==> src/sv/spc_pkg.sv <==
`timescale 1ns / 1ps
// Shared types, widths and constants for the steering PD controller.
package spc_pkg;

  localparam int GAIN_W     = 16;
  localparam int CENTER_W   = 7;
  localparam int GYRO_W     = 12;
  localparam int SUB_W      = 4;
  localparam int LIMIT_W    = 15;
  localparam int DRIVE_W    = 16;
  localparam int ERR_W      = 8;
  localparam int CFG_ADDR_W = 3;
  localparam int CFG_DATA_W = 16;

  localparam int STEPS_PER_PERIOD_DEF = 10;

  // Gain term is (gain * |v|) / 10 >> 8, i.e. floor(gain * |v| / 2560),
  // done as a shift by 9 followed by a divide by 5.
  localparam int TERM_SHIFT = 9;
  localparam int TERM_DIV   = 5;

  localparam logic KIND_CONTROL = 1'b0;
  localparam logic KIND_TICK    = 1'b1;

  localparam logic signed [ERR_W-1:0] TARGET_MID   = 8'sd64;
  localparam logic signed [ERR_W-1:0] TARGET_RIGHT = 8'sd74;
  localparam logic signed [ERR_W-1:0] TARGET_LEFT  = 8'sd54;

  localparam logic [GYRO_W-1:0]  GYRO_ZERO_RST = 12'd2048;
  localparam logic [LIMIT_W-1:0] LIMIT_RST     = 15'h7FFF;

  typedef enum logic [CFG_ADDR_W-1:0] {
    REG_PROP_GAIN   = 3'd0,
    REG_DERIV_GAIN  = 3'd1,
    REG_RATE_GAIN   = 3'd2,
    REG_GYRO_ZERO   = 3'd3,
    REG_DERIV_LIMIT = 3'd4,
    REG_DRIVE_LIMIT = 3'd5
  } cfg_reg_e;

  typedef struct packed {
    logic [GAIN_W-1:0]  prop_gain;
    logic [GAIN_W-1:0]  deriv_gain;
    logic [GAIN_W-1:0]  rate_gain;
    logic [GYRO_W-1:0]  gyro_zero;
    logic [LIMIT_W-1:0] deriv_limit;
    logic [LIMIT_W-1:0] drive_limit;
  } cfg_t;

endpackage

==> src/sv/spc_cfg_regs.sv <==
`timescale 1ns / 1ps
// Configuration register file: gains, gyro zero point and clamp limits.
module spc_cfg_regs (
  input  logic                             clk_i,
  input  logic                             rst_ni,
  input  logic                             cfg_valid_i,
  output logic                             cfg_ready_o,
  input  logic [spc_pkg::CFG_ADDR_W-1:0]   cfg_addr_i,
  input  logic [spc_pkg::CFG_DATA_W-1:0]   cfg_data_i,
  output spc_pkg::cfg_t                    cfg_o
);

  spc_pkg::cfg_t cfg_q;

  assign cfg_ready_o = 1'b1;
  assign cfg_o       = cfg_q;

  always_ff @(posedge clk_i or negedge rst_ni) begin
    if (!rst_ni) begin
      cfg_q.prop_gain   <= '0;
      cfg_q.deriv_gain  <= '0;
      cfg_q.rate_gain   <= '0;
      cfg_q.gyro_zero   <= spc_pkg::GYRO_ZERO_RST;
      cfg_q.deriv_limit <= spc_pkg::LIMIT_RST;
      cfg_q.drive_limit <= spc_pkg::LIMIT_RST;
    end else if (cfg_valid_i) begin
      // keep only the register's width; drop writes past the last register
      case (spc_pkg::cfg_reg_e'(cfg_addr_i))
        spc_pkg::REG_PROP_GAIN:   cfg_q.prop_gain   <= cfg_data_i;
        spc_pkg::REG_DERIV_GAIN:  cfg_q.deriv_gain  <= cfg_data_i;
        spc_pkg::REG_RATE_GAIN:   cfg_q.rate_gain   <= cfg_data_i;
        spc_pkg::REG_GYRO_ZERO:   cfg_q.gyro_zero   <= cfg_data_i[spc_pkg::GYRO_W-1:0];
        spc_pkg::REG_DERIV_LIMIT: cfg_q.deriv_limit <= cfg_data_i[spc_pkg::LIMIT_W-1:0];
        spc_pkg::REG_DRIVE_LIMIT: cfg_q.drive_limit <= cfg_data_i[spc_pkg::LIMIT_W-1:0];
        default: ;
      endcase
    end
  end

endmodule

==> config.mk <==
export PLATFORM = sky130hd
export DESIGN_NAME = spc_cfg_regs
export DESIGN_NICKNAME = d
export VERILOG_FILES = /design/src/sv/spc_pkg.sv /design/src/sv/spc_cfg_regs.sv
export SDC_FILE = /design/constraint.sdc
export NUM_CORES = 1
export LEC_CHECK = 0
export CAP_MARGIN = 20
export CORE_AREA = 2 2 83 93
export DETAILED_ROUTE_END_ITERATION = 6
export DIE_AREA = 0 0 85 95
export DONT_BUFFER_PORTS = 1
export GPL_TIMING_DRIVEN = 0
export SLEW_MARGIN = 10
export SYNTH_ARGS = -nofsm -noshare
export SYNTH_HDL_FRONTEND = slang
export SYNTH_SLANG_ARGS = --single-unit
export TNS_END_PERCENT = 10
==> constraint.sdc <==
create_clock -name clk_i -period 1.65 [get_ports clk_i]
set_clock_uncertainty 0.05 [all_clocks]
set_input_delay 0 -clock clk_i [delete_from_list [all_inputs] [get_ports clk_i]]
set_output_delay 0 -clock clk_i [all_outputs]
set_load 0.02 [all_outputs]
==> impl_metrics.json <==
{
  "nets": 253,
  "cts_root_buffer": "clkbuf_8",
  "crit_type": "input pin to flop",
  "crit_path_end_kind": "flop",
  "overflow": 0,
  "fin_crit_ns": 1.573,
  "stdcell_count": 323,
  "start_util_pct": 48.40,
  "nFillCells": 591,
  "firstDrtPassIters": 4,
  "intPower_w": 0.003949,
  "via_per_inst": 5.632,
  "crit_chain": "dlygate4sd3_1, nand4b_2, dlygate4sd3_1, mux2_2",
  "reg2reg_depth": 2,
  "place.gp.congestion": 0.7809,
  "yosys.area.top_type": "dfrtp_1",
  "vias": 1819,
  "synthFlopType": "dfrtp_1",
  "netlist.area_leader.share_pct": 42.22,
  "crit_arrival_ns": 1.80,
  "max_cap_viol_count": 0,
  "hpwl_um": 4690,
  "drc_errors": 0,
  "netlist_instances": 197,
  "fmax_ghz": 0.6358,
  "setup-violations-final": 0,
  "track_usage_pct": 18.77,
  "fp.dieW_um": 85,
  "ys_warn_count": 0,
  "setup.worst_path.start": "cfg_valid_i",
  "synthDistinctLibCells": 13,
  "power_density_nw_per_um2": 1449,
  "die_y_um": 95,
  "finalSetupTns_ns": 0,
  "slowest_stage": "dlygate4sd3_1",
  "hold_viol": 90,
  "cts_max_path_buffers": 2,
  "cts_buffers": 9,
  "slew_viol_final": 0,
  "grt_pass1_vias": 2023,
  "h-tree-depth": 3,
  "yosys.cell_count.top_type": "mux2_2",
  "switching_share_pct": 32.29,
  "synth_seq_cells": 90,
  "coreArea_um2": 7226,
  "cts_tree": "yes",
  "whs_ns": -0.7093,
  "dp_cells": 284,
  "grt_max_degree": 91,
  "seqCellArea_um2": 2291,
  "p_seq_share_pct": 65.2,
  "path_max_fanout": 5,
  "cpMostUsedCell": "dlygate4sd3_1",
  "ir_drop_mv": 0.8310,
  "rsz0062_at_grt": "false",
  "cp.buffers_inverters": 2,
  "antenna_cells": 0,
  "cp_slowest_stage_delay_ns": 0.74,
  "reg2reg_slack_ns": 0.19,
  "violations": "hold timing",
  "power_w": 0.005832,
  "required_ns": 1.88,
  "fin_crit_sh_pct": 95.32,
  "post_cts_buffers": 0,
  "avgSynthCellArea_um2": 17.75,
  "yosys-top-cells-area": "dfrtp_1 42%, mux2_2 29%, dfstp_2 23%",
  "syn_area_um2": 3497,
  "syn_nets": 219,
  "rr_startpoint": "cfg_o[82]",
  "p_sw_w": 0.001883,
  "clkLatencyLatePin_ns": 0.35,
  "async_reset_ff_share_pct": 100.0,
  "synth-seq-area-share_pct": 65.51,
  "clkTransAtPathRegs_ns": 0.08,
  "cp_top_family": "buffers and inverters",
  "cts_hold_buf": 23,
  "startpoint_type": "input pin",
  "cts.sinks": 90,
  "cts_resized": 0,
  "r2r-end": "cfg_o[82]",
  "dieArea_um2": 8075,
  "holdCritPathClass": "input pin to asynchronous set/reset pin",
  "grt_pass1_wl_um": 11320,
  "combPwrFrac_pct": 10.4,
  "drt-initial-drc-count": 34,
  "wl_per_cell_um": 22.12,
  "wirelength_um": 7145,
  "antenna_found_initial": 0,
  "drive_gt1_share_pct": 63.14,
  "status": "finished with violations",
  "ios": 113,
  "row_count": 33,
  "synth_edf_count": 0,
  "areaGrowthSynthToFinish_pct": 15.06,
  "largest_register_ffs": 90,
  "multi_input_area_um2": 1106,
  "netlist_top_cells_count": "89 x mux2_2, 59 x dfrtp_1, 31 x dfstp_2",
  "clkPwrFrac_pct": 24.4,
  "leakagePower_nw": 1.660,
  "numPortBuffers": 0,
  "antenna_left": 0
}
power groups by stage:
stage / clock network [W] / logic (W) / registers (W)
6_report: 0.00142 / 0.000607 / 0.00380
2_1_floorplan: 0 / 0.000479 / 0.00371
4_1_cts: 0.00146 / 0.000616 / 0.00381
5_1_grt: 0.00155 / 0.000669 / 0.00387
3_5_place_dp: 0 / 0.000548 / 0.00384
3_3_place_gp: 0 / 0.000507 / 0.00383
per-layer routing:
layer  GRT usage, %  share of wire, %  vias up
met1          20.71                37      949
met3          7.867                11       11
met4          7.143               1.7        0
met5              0                 0        -
met2          32.29                51       90
li1               -                 -      769
layout make-up:
class	instances	area share, %
flip-flops and latches	90	56.93
multi-input cells	97	27.49
repair buffers	23	5.721
clock buffers	12	3.358
well taps	87	2.705
plain buffers	10	2.488
clock inverters	4	1.306
through the flow:
stage	setup slack (ns)	hold slack [ns]	utilization [%]	instance area, um^2
after floorplan	0.5155	-0.3456	-	3497
after global placement	0.2280	-0.3437	49.90	3606
after detailed placement	0.2030	-0.3438	49.90	3606
after CTS	0.07157	-0.7269	55.69	4024
after global routing	0.05273	-0.7356	55.69	4024
final	0.07730	-0.7093	55.69	4024
worst max path at each step:
stage / end / slack, ns / depth (start not counted)
after floorplan: cfg_o[74] / 0.52 / 3
after global placement: cfg_o[84] / 0.23 / 3
after detailed placement: cfg_o[89] / 0.20 / 3
after global routing: cfg_o[3] / 0.05 / 4
after CTS: cfg_o[3] / 0.07 / 4
final: cfg_o[1] / 0.08 / 4
cell families (layout without fill, tap and decap cells):
group	after synthesis	in the layout	synth area share (%)
buffers and inverters	10	49	2.862
other	1	1	0.1072
flip-flops	90	90	65.51
multiplexers	90	90	29.09
AND/OR/NAND/NOR	6	6	2.433
layout by cell type, fill, tap and decap left out, types with 2 or more instances in the layout:
cell,synthesis,final
clkbuf_8,0,9
buf_6,6,6
dfstp_2,31,31
buf_2,2,2
clkbuf_1,0,3
mux2_2,89,89
clkinvlp_4,0,3
and4bb_2,3,3
dfrtp_1,59,59
dlygate4sd3_1,0,23
No activity file was read; power rests on OpenSTA's default activity.
