[src/sv/spc_pkg.sv]
`timescale 1ns / 1ps
// Shared types, widths and constants for the steering PD controller.
package spc_pkg;

  localparam int GAIN_W     = 16;
  localparam int CENTER_W   = 7;
  localparam int GYRO_W     = 12;
  localparam int SUB_W      = 4;
  localparam int LIMIT_W    = 15;
  localparam int DRIVE_W    = 16;
  localparam int ERR_W      = 8;
  localparam int CFG_ADDR_W = 3;
  localparam int CFG_DATA_W = 16;

  localparam int STEPS_PER_PERIOD_DEF = 10;

  // Gain term is (gain * |v|) / 10 >> 8, i.e. floor(gain * |v| / 2560),
  // done as a shift by 9 followed by a divide by 5.
  localparam int TERM_SHIFT = 9;
  localparam int TERM_DIV   = 5;

  localparam logic KIND_CONTROL = 1'b0;
  localparam logic KIND_TICK    = 1'b1;

  localparam logic signed [ERR_W-1:0] TARGET_MID   = 8'sd64;
  localparam logic signed [ERR_W-1:0] TARGET_RIGHT = 8'sd74;
  localparam logic signed [ERR_W-1:0] TARGET_LEFT  = 8'sd54;

  localparam logic [GYRO_W-1:0]  GYRO_ZERO_RST = 12'd2048;
  localparam logic [LIMIT_W-1:0] LIMIT_RST     = 15'h7FFF;

  typedef enum logic [CFG_ADDR_W-1:0] {
    REG_PROP_GAIN   = 3'd0,
    REG_DERIV_GAIN  = 3'd1,
    REG_RATE_GAIN   = 3'd2,
    REG_GYRO_ZERO   = 3'd3,
    REG_DERIV_LIMIT = 3'd4,
    REG_DRIVE_LIMIT = 3'd5
  } cfg_reg_e;

  typedef struct packed {
    logic [GAIN_W-1:0]  prop_gain;
    logic [GAIN_W-1:0]  deriv_gain;
    logic [GAIN_W-1:0]  rate_gain;
    logic [GYRO_W-1:0]  gyro_zero;
    logic [LIMIT_W-1:0] deriv_limit;
    logic [LIMIT_W-1:0] drive_limit;
  } cfg_t;

endpackage

[src/sv/spc_gain_term.sv]
`timescale 1ns / 1ps
// Two-stage gain term: gain times |v|, then divide by 2560 truncating toward zero.
module spc_gain_term #(
  parameter int V_W = spc_pkg::ERR_W
) (
  input  logic                                   clk_i,
  input  logic                                   en1_i,
  input  logic                                   en2_i,
  input  logic [spc_pkg::GAIN_W-1:0]             gain_i,
  input  logic signed [V_W-1:0]                  val_i,
  output logic signed [V_W+spc_pkg::GAIN_W-spc_pkg::TERM_SHIFT-2:0] term_o
);

  localparam int P_W    = spc_pkg::GAIN_W + V_W;
  localparam int Y_W    = P_W - spc_pkg::TERM_SHIFT;
  // quotient of a divide by five fits two bits fewer
  localparam int T_W    = Y_W - 2;
  localparam int REC_SH = Y_W + 3;
  localparam int M_W    = Y_W + REC_SH;
  localparam logic [REC_SH-1:0] RECIP =
    REC_SH'(((64'd1 << REC_SH) + spc_pkg::TERM_DIV - 1) / spc_pkg::TERM_DIV);

  logic [V_W-1:0] mag;
  logic [P_W-1:0] prod_q;
  logic           neg1_q;
  logic [Y_W-1:0] y;
  logic [M_W-1:0] quo_full;
  logic [T_W-1:0] t_q;
  logic           neg2_q;

  // most negative value wraps to its own magnitude as unsigned
  assign mag = val_i[V_W-1] ? (V_W'(~val_i) + V_W'(1)) : V_W'(val_i);

  always_ff @(posedge clk_i) begin
    if (en1_i) begin
      prod_q <= P_W'(gain_i) * P_W'(mag);
      neg1_q <= val_i[V_W-1];
    end
  end

  // floor(y / 5) by reciprocal multiply, exact over the full range of y
  assign y        = prod_q[P_W-1:spc_pkg::TERM_SHIFT];
  assign quo_full = M_W'(y) * M_W'(RECIP);

  always_ff @(posedge clk_i) begin
    if (en2_i) begin
      t_q    <= quo_full[REC_SH+T_W-1:REC_SH];
      neg2_q <= neg1_q;
    end
  end

  assign term_o = neg2_q ? -signed'({1'b0, t_q}) : signed'({1'b0, t_q});

endmodule

[config.mk]
export PLATFORM = sky130hd
export DESIGN_NAME = spc_gain_term
export DESIGN_NICKNAME = d
export VERILOG_FILES = /design/src/sv/spc_pkg.sv /design/src/sv/spc_gain_term.sv
export SDC_FILE = /design/constraint.sdc
export NUM_CORES = 1
export LEC_CHECK = 0
export BUFFER_PORTS_ARGS = -buffer_cell sky130_fd_sc_hd__buf_2
export CAP_MARGIN = 40
export CORE_MARGIN = 3
export CORE_UTILIZATION = 36
export CTS_CLUSTER_SIZE = 12
export DETAILED_ROUTE_END_ITERATION = 10
export PLACE_DENSITY = 0.5
export SLEW_MARGIN = 20
export SYNTH_ARGS = -nofsm -noshare
export SYNTH_HDL_FRONTEND = slang
export SYNTH_SLANG_ARGS = --single-unit
export TNS_END_PERCENT = 10
[constraint.sdc]
create_clock -name clk_i -period 8.5 [get_ports clk_i]
set_input_delay 0.85 -clock clk_i [delete_from_list [all_inputs] [get_ports clk_i]]
set_output_delay 0.85 -clock clk_i [all_outputs]
set_load 0.02 [all_outputs]
==> flow_metrics.env <==
export IMPL_drc_errors=0
export IMPL_yosys_area_top_type="fa_1"
export IMPL_cts_max_path_buffers=2
export IMPL_clock_fmax_ghz=0.163
export IMPL_hpwlAfterDp_um=16100
export IMPL_final_common_cell="inv_1"
export IMPL_htree_levels=2
export IMPL_post_drt_wl_per_cell_um=14.2
export IMPL_worst_slack_ns=2.38
export IMPL_cp_start_kind="primary input"
export IMPL_wl_met3_um=443
export IMPL_ys_types=54
export IMPL_grt_setup_unrepaired="false"
export IMPL_port_buffer_count=40
export IMPL_postCtsResizedCells=0
export IMPL_drt_iter0_markers=162
export IMPL_reg2reg_slack_ns=2.78
export IMPL_min_to="neg2_q$_DFFE_PP_"
export IMPL_layout_nets=1282
export IMPL_drv_slew=0
export IMPL_netlist_area_leader_share_pct=32.4
export IMPL_hold_viol=0
export IMPL_clk_latency_ns=0.28
export IMPL_dr_wl_met2_um=8610
export IMPL_crit_path_end_kind="flop"
export IMPL_finalWirelength_um=18200
export IMPL_n_fill_cell=2404
export IMPL_synth_warnings=0
export IMPL_crit_path_max_fanout=17
export IMPL_critical_path_class="primary input to flop"
export IMPL_start_util_pct=37.0
export IMPL_drive_gt1_share_pct=6.78
export IMPL_slowest_delay_ns=0.55
export IMPL_ys_flop_type="edfxtp_1"
export IMPL_cp_slowest_cell="fa_1"
export IMPL_hold_start="neg1_q$_DFFE_PP_"
export IMPL_post_cts_setup_buffer_count=0
export IMPL_rr_endpoint="t_q[10]$_DFFE_PP_"
export IMPL_synth_fp_nets=1240
export IMPL_final_cell_mix="inv_1 (220), ha_1 (154), fa_1 (142)"
export IMPL_ys_ff_latch=30
export IMPL_grt_pass1_wl_um=31700
export IMPL_die_w_um=162
export IMPL_fin_skew_ns=0.00613
export IMPL_cts_tree="built"
export IMPL_dieArea_um2=26300
export IMPL_rows=56
export IMPL_antenna_found_initial=0
export IMPL_required_ns=8.52
export IMPL_worst_ep_arrival_time_ns=6.14
export IMPL_cts_hold_buffers=0
export IMPL_cap_violations=0
export IMPL_cts_sinks=30
export IMPL_hold_depth=0
export IMPL_crit_top_cell="fa_1"
export IMPL_period_needed_ns=6.12
export IMPL_tns_ns=0
export IMPL_chipHeight_um=162
export IMPL_cts_buffers=5
export IMPL_grt_start_max_net_pins=18
export IMPL_drtAntennaViolNets=0
export IMPL_place_congestion=0.836
export IMPL_viasPerCell=4.67
export IMPL_path_cells="buf_2 > or3_1 > o31ai_1 > xor2_1 > buf_4 > nand2b_1 > fa_1 > fa_1 > inv_1 > fa_1 > fa_1 > ha_1 > a211o_1 > a21oi_2 > nand2_1 > a21oi_1 > o211ai_1 > a221oi_2 > xnor2_1"
export IMPL_setup_viol=0
export IMPL_synthArstFlopShare_pct=0
export IMPL_ys_seq_area_share_pct=10.3
export IMPL_hold_class="flop to flop"
export IMPL_syn_avg_cell_area_um2=9.58
export IMPL_fin_crit_sh_pct=72.0
export IMPL_topRoutingLayerUsed="met4"
export IMPL_grt_pass1_vias=6470
export IMPL_netlist_area_um2=8790
export IMPL_drtPass1Iterations=5
export IMPL_synthTopCellsByArea="fa_1 (32%), ha_1 (22%), edfxtp_1 (10%), inv_1 (9.4%), and2_1 (4.3%)"
export IMPL_ios=41
export IMPL_antenna_diode_count=0
export IMPL_design_core_area_um2=23800
export IMPL_place_ws_ns=2.06
export IMPL_synthCells=917
export IMPL_wl_met1_um=8990
export IMPL_syn_to_final_growth_pct=8.60
export IMPL_vias=5974
export IMPL_root_buffer="clkbuf_16"
export IMPL_outcome="completed"
export IMPL_worstMarginPinSlew_ns=0.510
export IMPL_relSlewSlack_pct=65.6
export IMPL_synth_edf_count=30
export IMPL_reg2reg_depth=18
export IMPL_reg2reg_from="prod_q[18]$_DFFE_PP_"
export IMPL_grt_usage_pct=14.7
export IMPL_clk_pin_slew_worst_paths_ns=0.05
export IMPL_grt_ovfl_total=0
## worst max-delay path: cells and delay by family
| kind | cells | cell delay [ns] |
|---|---|---|
| adder cells (fa/ha/maj) | 5 | 2.24 |
| AO/OA/AOI/OAI | 6 | 1.56 |
| AND/OR/NAND/NOR | 3 | 0.70 |
| buffers and inverters | 3 | 0.50 |
| XOR/XNOR | 2 | 0.27 |
## metal layers
layer  vias up  track usage [%]
met2        72             25.0
met3        11             1.35
met1      2915             21.0
li1       2976                -
met4         0             2.29
met5         -                0
## Yosys cell counts (3+ instances only)
master and count:
nand2_1 63, nor3_1 5, nor2b_1 29, a21oi_1 25
o21ai_1 5, o21ai_0 17, a31o_2 3, inv_1 220
or3_1 5, ha_1 154, a211o_1 3, nand2b_1 12
o211ai_1 4, xor2_1 14, o31ai_1 7, and3_1 5
o21a_1 3, xnor2_1 31, or2_2 3, a31oi_1 4
edfxtp_1 30, and2_1 60, clkbuf_1 8, nand3_1 5
a21o_1 9, nor2_1 17, fa_1 142, nand4_1 4
## final cells by class
| cell class | instances | area (µm²) | area share, % |
|---|---|---|---|
| Clock buffer | 5 | 125 | 1.31 |
| Clock inverter | 2 | 33.8 | 0.354 |
| Inverter | 220 | 826 | 8.65 |
| Multi-Input combinational cell | 656 | 7010 | 73.5 |
| Sequential cell | 30 | 901 | 9.44 |
| Tap cell | 319 | 399 | 4.18 |
| Timing Repair Buffer | 46 | 245 | 2.57 |
## metrics by stage
step	utilization (%)	cell area (µm²)	instances	hold WS [ns]
detailed placement	39.5	9380	1271	0.431
floorplan	-	8790	917	0.400
CTS	40.2	9540	1278	0.444
global route	40.2	9540	1278	0.451
finish	40.2	9540	1278	0.444
global placement	39.5	9380	1271	0.428
## logic make-up (layout without fill, tap and decap cells)
family          Yosys count  after routing  synth area share, %
buf+inv                 231            273                 9.94
fa+ha+maj               296            296                 54.3
mux                       1              1                0.171
simple gates            214            214                 13.1
compound gates          100            100                 7.73
flops                    30             30                 10.3
xor+xnor                 45             45                 4.49
## sequential cells by signal (all words and copies together) (netlist names)
signal  flops
prod_q     15
t_q        13
neg1_q      1
neg2_q      1
## worst max path at each step
| stage | from | endpoint | slack [ns] |
|---|---|---|---|
| 2_1_floorplan | val_i[0] | prod_q[22]$_DFFE_PP_ | 2.39 |
| 3_3_place_gp | val_i[0] | prod_q[19]$_DFFE_PP_ | 2.07 |
| 3_5_place_dp | val_i[0] | prod_q[19]$_DFFE_PP_ | 2.06 |
| 4_1_cts | val_i[0] | prod_q[19]$_DFFE_PP_ | 2.36 |
| 5_1_grt | val_i[0] | prod_q[19]$_DFFE_PP_ | 2.05 |
| 6_report | val_i[0] | prod_q[19]$_DFFE_PP_ | 2.38 |
Power is not shown: default switching activity piles up to over one toggle a cycle in this logic, so the estimate is an artifact.
