File: src/sv/spc_pkg.sv
`timescale 1ns / 1ps
// Shared types, widths and constants for the steering PD controller.
package spc_pkg;

  localparam int GAIN_W     = 16;
  localparam int CENTER_W   = 7;
  localparam int GYRO_W     = 12;
  localparam int SUB_W      = 4;
  localparam int LIMIT_W    = 15;
  localparam int DRIVE_W    = 16;
  localparam int ERR_W      = 8;
  localparam int CFG_ADDR_W = 3;
  localparam int CFG_DATA_W = 16;

  localparam int STEPS_PER_PERIOD_DEF = 10;

  // Gain term is (gain * |v|) / 10 >> 8, i.e. floor(gain * |v| / 2560),
  // done as a shift by 9 followed by a divide by 5.
  localparam int TERM_SHIFT = 9;
  localparam int TERM_DIV   = 5;

  localparam logic KIND_CONTROL = 1'b0;
  localparam logic KIND_TICK    = 1'b1;

  localparam logic signed [ERR_W-1:0] TARGET_MID   = 8'sd64;
  localparam logic signed [ERR_W-1:0] TARGET_RIGHT = 8'sd74;
  localparam logic signed [ERR_W-1:0] TARGET_LEFT  = 8'sd54;

  localparam logic [GYRO_W-1:0]  GYRO_ZERO_RST = 12'd2048;
  localparam logic [LIMIT_W-1:0] LIMIT_RST     = 15'h7FFF;

  typedef enum logic [CFG_ADDR_W-1:0] {
    REG_PROP_GAIN   = 3'd0,
    REG_DERIV_GAIN  = 3'd1,
    REG_RATE_GAIN   = 3'd2,
    REG_GYRO_ZERO   = 3'd3,
    REG_DERIV_LIMIT = 3'd4,
    REG_DRIVE_LIMIT = 3'd5
  } cfg_reg_e;

  typedef struct packed {
    logic [GAIN_W-1:0]  prop_gain;
    logic [GAIN_W-1:0]  deriv_gain;
    logic [GAIN_W-1:0]  rate_gain;
    logic [GYRO_W-1:0]  gyro_zero;
    logic [LIMIT_W-1:0] deriv_limit;
    logic [LIMIT_W-1:0] drive_limit;
  } cfg_t;

endpackage

File: src/sv/spc_smoother.sv
`timescale 1ns / 1ps
// Two-stage sub-period interpolation from the previous drive to the new one.
module spc_smoother #(
  parameter int STEPS = spc_pkg::STEPS_PER_PERIOD_DEF
) (
  input  logic                               clk_i,
  input  logic                               en1_i,
  input  logic                               en2_i,
  input  logic                               tick_i,
  input  logic signed [spc_pkg::DRIVE_W-1:0] new_i,
  input  logic signed [spc_pkg::DRIVE_W-1:0] old_i,
  input  logic [$clog2(STEPS+1)-1:0]         k_i,
  output logic signed [spc_pkg::DRIVE_W-1:0] smooth_o
);

  localparam int K_W    = $clog2(STEPS + 1);
  localparam int D_W    = spc_pkg::DRIVE_W + 1;
  localparam int PM_W   = D_W + K_W;
  localparam int REC_SH = PM_W + K_W;
  localparam int M_W    = PM_W + REC_SH + 1;
  localparam logic [REC_SH:0] RECIP =
    (REC_SH + 1)'(((64'd1 << REC_SH) + STEPS - 1) / STEPS);

  logic signed [D_W-1:0]             diff;
  logic [D_W-1:0]                    dmag;
  logic [PM_W-1:0]                   pmag_q;
  logic                              neg_q;
  logic                              tick_q;
  logic signed [spc_pkg::DRIVE_W-1:0] old_q;
  logic [M_W-1:0]                    prod;
  logic [D_W-1:0]                    quo;
  logic signed [D_W:0]               step;
  logic signed [D_W:0]               sum;
  logic signed [spc_pkg::DRIVE_W-1:0] smooth_q;

  assign diff = D_W'(new_i) - D_W'(old_i);
  assign dmag = diff[D_W-1] ? D_W'(-diff) : D_W'(diff);

  always_ff @(posedge clk_i) begin
    if (en1_i) begin
      pmag_q <= PM_W'(dmag) * PM_W'(k_i);
      neg_q  <= diff[D_W-1];
      tick_q <= tick_i;
      old_q  <= old_i;
    end
  end

  // truncate toward zero: divide the magnitude, then restore the sign
  assign prod = M_W'(pmag_q) * M_W'(RECIP);
  assign quo  = prod[REC_SH+D_W-1:REC_SH];
  assign step = neg_q ? -signed'({1'b0, quo}) : signed'({1'b0, quo});
  assign sum  = (D_W + 1)'(old_q) + step;

  always_ff @(posedge clk_i) begin
    if (en2_i) begin
      smooth_q <= tick_q ? sum[spc_pkg::DRIVE_W-1:0] : '0;
    end
  end

  assign smooth_o = smooth_q;

endmodule

File: config.mk
export PLATFORM = sky130hd
export DESIGN_NAME = spc_smoother
export DESIGN_NICKNAME = d
export VERILOG_FILES = /design/src/sv/spc_pkg.sv /design/src/sv/spc_smoother.sv
export SDC_FILE = /design/constraint.sdc
export NUM_CORES = 1
export LEC_CHECK = 0
export BUFFER_PORTS_ARGS = -buffer_cell sky130_fd_sc_hd__buf_2
export CAP_MARGIN = 40
export CORE_ASPECT_RATIO = 0.5
export CORE_MARGIN = 4
export CORE_UTILIZATION = 40
export CTS_BUF_LIST = sky130_fd_sc_hd__clkbuf_4
export DETAILED_ROUTE_END_ITERATION = 12
export GPL_ROUTABILITY_DRIVEN = 1
export HOLD_SLACK_MARGIN = 0.1
export SYNTH_ARGS = -nofsm -noshare
export SYNTH_HDL_FRONTEND = slang
export SYNTH_SLANG_ARGS = --single-unit
File: constraint.sdc
create_clock -name clk_i -period 9.6 [get_ports clk_i]
set_input_delay 1.92 -clock clk_i [delete_from_list [all_inputs] [get_ports clk_i]]
set_output_delay 1.92 -clock clk_i [all_outputs]
set_load 0.005 [all_outputs]
==> out/results.txt, run 1 <==
Status: complete, no violations
DR iter-0 viols: 537
CP Data Arrival Time: 9.47 ns
Die W: 264 um
Max-slew headroom: 56.1%
Dominant synthesized flop cell: edfxtp_1
# IOs: 56
CP Launch Type: flop
Antenna-violating nets left: 0
Clock Path Buffers: 2
Final core utilization: 45.1%
Layout area overhead: 10.0%
Hold path endpoint: smooth_o[5]$_SDFFCE_PN0P_
Most frequent cells in the layout: 295 x inv_1, 249 x ha_1, 167 x fa_1, 79 x nand2_1, 59 x a21oi_1
Setup violators final: 0
Placed insts: 1854
Period utilization: 95.9%
Skew final: 0.0282 ns
Worst skew pair latency: 0.40 ns
Min-delay src: tick_q$_DFFE_PP_
First-pass GRT wire length: 50.4 mm
Fin. Hold Viols: 0
MaxCap Viol Count: 0
Slowest stage cell, crit path: fa_1
First-pass detailed-route iteration total: 5
Total congestion overflow: 0
Post-synth ARST share: 0%
CTS tree: built
Hold Path Stages: 1
CP Capture Type: flop
Layout fillers: 3101
Synth Cell Area: 0.0131 mm2
Worst Hold Class: reg -> reg
Reg2Reg Launch Point: pmag_q[1]$_DFFE_PP_
Flop-to-flop setup slack: 0.39 ns
Nets: 1922
Hold_buf cts: 0
Antenna violations before repair: 1
Synth Net Count: 1837
Largest stage delay, worst path: 0.56 ns
Post-Syn Instances: 1374
Vias in the first global route: 9845
FF-to-FF path depth: 34
Synth Warn #: 0
Post-synth EDFFs: 55
Seq/Total Area, Yosys: 12.6%
Layout cell share with drive strength beyond 1: 9.93%
Vias: 9738
Largest net degree at the start of global routing: 27
Register area: 0.00165 mm2
Crit-path max FO: 5
Most common cell after layout, fill and taps aside: inv_1
Placer Congestion: 0.948
Crit path top cell by count: fa_1
RR Endpoint: smooth_o[15]$_SDFFCE_PN0P_
Routed wire length: 31.0 mm
Fin Hold WS: 0.721 ns
WS Path Type: reg -> reg
Vias per cell: 5.14
Layout Cells excl Fill: 1893
Initial core utilization: 41.0%
Min Tclk post-route: 9.21 ns
Area of the multi-input gates: 0.0104 mm2
Post-Syn Area per Cell: 9.54 um2
Total negative slack: 0 ns
Clock root buffer: clkbuf_4
Fmax: 109 MHz
Floorplan row count: 46
Worst-Margin Slew: 0.654 ns
H-tree levels: 2
Tot GR Track Use: 17.3%
CTS clk-pin slew, worst paths: 0.18 ns
Crit path required time: 9.86 ns
#FFs+latches synth: 55
Max Slew Vio Count: 0
Residual DRC count: 0
Clock sinks: 55
Die H: 136 um
Core area: 0.0320 mm2
Wire per inst: 16.4 um
Num CTS Buffers: 5
Number of I/O port buffers: 55
Unique masters post-synth: 68
Post-DP HPWL: 27.3 mm
Die ar.: 0.0359 mm2
## worst max path at each step
stage / depth (start not counted) / end / slack, ns / start
after detailed placement: 31 / smooth_o[15]$_SDFFCE_PN0P_ / -0.20 / pmag_q[1]$_DFFE_PP_
after floorplan: 31 / smooth_o[15]$_SDFFCE_PN0P_ / 0.56 / pmag_q[2]$_DFFE_PP_
final: 34 / smooth_o[15]$_SDFFCE_PN0P_ / 0.39 / pmag_q[1]$_DFFE_PP_
after CTS: 31 / smooth_o[15]$_SDFFCE_PN0P_ / 0.04 / pmag_q[1]$_DFFE_PP_
after global placement: 31 / smooth_o[15]$_SDFFCE_PN0P_ / 0.21 / pmag_q[1]$_DFFE_PP_
after global routing: 36 / smooth_o[15]$_SDFFCE_PN0P_ / -0.04 / pmag_q[1]$_DFFE_PP_
## synthesized netlist by cell type (3+ instances only)
cell type,number,share of area (%)
inv_1,295,8.4
ha_1,256,24
fa_1,167,26
nand2_1,80,2.3
a21oi_1,60,2.3
edfxtp_1,55,13
xnor2_1,54,3.6
xor2_1,47,3.1
o21ai_0,40,1.5
nor2_1,34,0.97
and2_1,31,1.5
a21o_1,23,1.3
nor3_1,22,0.84
clkbuf_1,20,0.57
nand3_1,17,0.65
and3_1,11,0.53
o211ai_1,11,0.63
nor2b_1,10,0.48
a211oi_1,9,0.52
a21boi_0,8,0.46
nand2b_1,8,0.38
o21bai_1,8,0.46
nand4_1,7,0.33
or2_2,7,0.33
a31oi_1,6,0.29
a41oi_1,6,0.40
mux2i_1,6,0.46
nor3b_1,5,0.29
or4_1,5,0.29
o21a_1,4,0.23
or3_1,4,0.19
a31o_2,3,0.20
nand4b_1,3,0.20
nor4_1,3,0.14
nor4b_1,3,0.20
o21ai_1,3,0.11
o31ai_1,3,0.17
o41ai_1,3,0.20
## registers in the layout (all words and copies together) (netlist names)
name / flops
pmag_q: 21
old_q: 16
smooth_o: 16
neg_q: 1
tick_q: 1
## cell type report
class                      instances  share of cell area, %
timing repair buffer              98                   4.21
antenna                            1                 0.0174
sequential                        55                   11.5
clock inverter                     2                  0.269
tap                              432                   3.75
multi-input combinational       1003                   72.3
inverter                         296                   7.71
clock buffer                       6                  0.312
## stage by stage
stage          setup WS [ns]  cell area, um2
6_report               0.392           14400
3_5_place_dp          -0.201           14000
2_1_floorplan          0.563           13100
3_3_place_gp           0.212           13900
4_1_cts               0.0356           14100
5_1_grt              -0.0367           14400
## metal layers
metal  up-vias  GRT usage, %  routed length [um]  share of wire (%)
li1       4753             -                   -                  -
met1      4766          25.4               15300                 49
met2       194          28.7               14200                 46
met3        25          1.36                1150                3.7
met4         0          2.99                 365                1.2
met5         -             0                   0                  0
## kinds of logic after synthesis
kind of cell,Yosys count,synth area share (%)
compound gates,215,11.0
xor+xnor,101,6.75
fa+ha+maj,423,49.9
buf+inv,316,9.05
flops,55,12.6
mux,7,0.544
simple gates,257,10.1
## what timing repair did
| action | CTS | global route |
|---|---|---|
| setup buffers | 0 | 30 |
| pin swaps | 0 | 11 |
| setup endpoints to repair | 1 | 3 |
| gates resized for setup | 4 | 23 |
## critical path, delay by kind of cell (launching register included)
family,cells,cell delay (ns)
AO/OA/AOI/OAI,10,2.11
XOR/XNOR,4,0.72
adder cells (fa/ha/maj),10,4.11
buffers and inverters,4,0.35
flip-flops,1,0.51
multiplexers,1,0.15
AND/OR/NAND/NOR,5,1.14
Power of run 1 is not shown: default switching activity piles up to over one toggle a cycle in this logic, so the estimate is an artifact.
==> run 2: changes to the inputs <==
--- a/config.mk
+++ b/config.mk
@@ -7,7 +7,7 @@
 export LEC_CHECK = 0
 export BUFFER_PORTS_ARGS = -buffer_cell sky130_fd_sc_hd__buf_2
 export CAP_MARGIN = 40
-export CORE_ASPECT_RATIO = 0.5
+export CORE_ASPECT_RATIO = 0.9
 export CORE_MARGIN = 4
 export CORE_UTILIZATION = 40
 export CTS_BUF_LIST = sky130_fd_sc_hd__clkbuf_4
==> constraint.sdc (replaced) <==
create_clock -name clk_i -period 9.2 [get_ports clk_i]
set_input_delay 1.84 -clock clk_i [delete_from_list [all_inputs] [get_ports clk_i]]
set_output_delay 1.84 -clock clk_i [all_outputs]
set_load 0.005 [all_outputs]
==> run 2 against run 1 <==
Against the previous run:
- hold slack worse by 0.037 ns
- via count decreased by 1.3%
- count of clock-buffer cells in the layout decreased by 1
- sequential share of layout area shrank 0.065 points
- setup slack got worse by 0.098 ns
- utilization rose by 0.096 points
- register-to-register slack got worse by 0.098 ns
- design area increased by 0.57%
- routed wire length grew 1.5%
- maximum frequency increased by 3.4%
- first-iteration DRC count is 12% lower
- critical path type unchanged
==> out/results.txt, run 2 (synthesized netlist as in run 1, its figures left out) <==
Fmax: 112 MHz
Largest stage delay, worst path: 0.56 ns
Hold_buf cts: 0
H-tree levels: 2
FF-to-FF path depth: 34
Most frequent cells in the layout: 295 x inv_1, 239 x ha_1, 167 x fa_1, 79 x nand2_1, 58 x a21oi_1
Placer Congestion: 0.964
Clock Path Buffers: 2
Total congestion overflow: 0
Crit path capture: smooth_o[15]$_SDFFCE_PN0P_
Setup violators final: 0
Num CTS Buffers: 5
Number of I/O port buffers: 55
Die H: 180 um
First-pass detailed-route iteration total: 5
Die W: 199 um
CP Capture Type: flop
Status: complete, no violations
CTS clk-pin slew, worst paths: 0.20 ns
DR iter-0 viols: 474
MaxCap Viol Count: 0
Nets: 1926
# IOs: 56
Floorplan row count: 62
Tot GR Track Use: 17.5%
Finished Cell Area: 0.0145 mm2
Crit path top cell by count: fa_1
CTS tree: built
Clock root buffer: clkbuf_4
Flop-to-flop setup slack: 0.29 ns
Vias: 9610
WS Path Type: reg -> reg
Vias per cell: 5.11
Post-DP HPWL: 27.8 mm
Final core utilization: 45.1%
Slowest stage cell, crit path: fa_1
Most common cell after layout, fill and taps aside: inv_1
Clock sinks: 55
Core area: 0.0321 mm2
Max Slew Vio Count: 0
Initial core utilization: 40.8%
Worst-Margin Slew: 0.856 ns
Crit-path max FO: 5
Die ar.: 0.0357 mm2
CP Launch Type: flop
Routed wire length: 31.5 mm
Layout cell share with drive strength beyond 1: 11.1%
Period utilization: 96.8%
Worst Hold Class: reg -> reg
First-pass GRT wire length: 50.7 mm
CP Data Arrival Time: 9.20 ns
Largest net degree at the start of global routing: 40
Worst skew pair latency: 0.42 ns
Crit path required time: 9.49 ns
Wire per inst: 16.7 um
CP startpoint: pmag_q[1]$_DFFE_PP_
Max-slew headroom: 42.9%
Skew final: 0.0451 ns
Fin Hold WS: 0.684 ns
Vias in the first global route: 9762
Fin. Hold Viols: 0
Largest Register: pmag_q
Residual DRC count: 0
Antenna-violating nets left: 0
Min Tclk post-route: 8.91 ns
Area after DPL: 0.0141 mm2
Layout area overhead: 10.6%
Antenna violations before repair: 1
RR Endpoint: smooth_o[15]$_SDFFCE_PN0P_
Reg2Reg Launch Point: pmag_q[1]$_DFFE_PP_
Max reg flops: 21
==> run 2: area by class of cell <==
| cell class | instances | area (um2) |
|---|---|---|
| clock buffer | 5 | 37.5 |
| inverter | 296 | 1110 |
| multi-input combinational | 1003 | 10500 |
| fill | 3092 | 17600 |
| sequential | 55 | 1650 |
| tap | 416 | 520 |
| clock inverter | 3 | 33.8 |
| antenna | 1 | 2.50 |
| timing repair buffer | 102 | 628 |
==> run 2: worst min path at each step <==
stage / start / to / slack [ns] / cells after the start
after floorplan: tick_q$_DFFE_PP_ / smooth_o[0]$_SDFFCE_PN0P_ / 0.58 / 1
after global placement: old_q[0]$_DFFE_PP_ / smooth_o[0]$_SDFFCE_PN0P_ / 0.66 / 2
after detailed placement: old_q[0]$_DFFE_PP_ / smooth_o[0]$_SDFFCE_PN0P_ / 0.65 / 2
after CTS: old_q[0]$_DFFE_PP_ / smooth_o[0]$_SDFFCE_PN0P_ / 0.69 / 2
after global routing: old_q[0]$_DFFE_PP_ / smooth_o[0]$_SDFFCE_PN0P_ / 0.73 / 2
final: old_q[0]$_DFFE_PP_ / smooth_o[0]$_SDFFCE_PN0P_ / 0.68 / 2
==> run 2: stage by stage <==
stage,instances,setup WS [ns],TNS (ns)
after floorplan,1374,0.163,0
after global placement,1863,0.0932,0
after detailed placement,1864,-0.0799,-0.0799
after CTS,1872,0.0394,0
after global routing,1881,-0.184,-0.184
final,1881,0.294,0
==> run 2: repair_timing <==
action | 4_1_cts | 5_1_grt
endpoints found under the setup margin | 1 | 2
pin swaps | 0 | 13
setup buffers | 0 | 8
gates resized for setup | 3 | 39
==> run 2: worst max-delay path, delay by kind of cell, from the launching register on <==
kind,cells,cell delay (ns)
adder cells (fa/ha/maj),10,3.91
XOR/XNOR,4,0.65
flip-flops,1,0.44
AND/OR/NAND/NOR,5,1.07
AO/OA/AOI/OAI,10,2.22
buffers and inverters,4,0.36
multiplexers,1,0.13
==> run 2: metal layers <==
| metal | wire length (um) | vias up | part of all wire, % | GRT usage [%] |
|---|---|---|---|---|
| met5 | 0 | - | 0 | 0 |
| met4 | 297 | 0 | 0.94 | 2.38 |
| met3 | 1080 | 18 | 3.4 | 1.16 |
| met2 | 14500 | 152 | 46 | 28.0 |
| met1 | 15600 | 4693 | 49 | 26.9 |
| li1 | - | 4747 | - | - |
Power of run 2 is left out for the same reason.
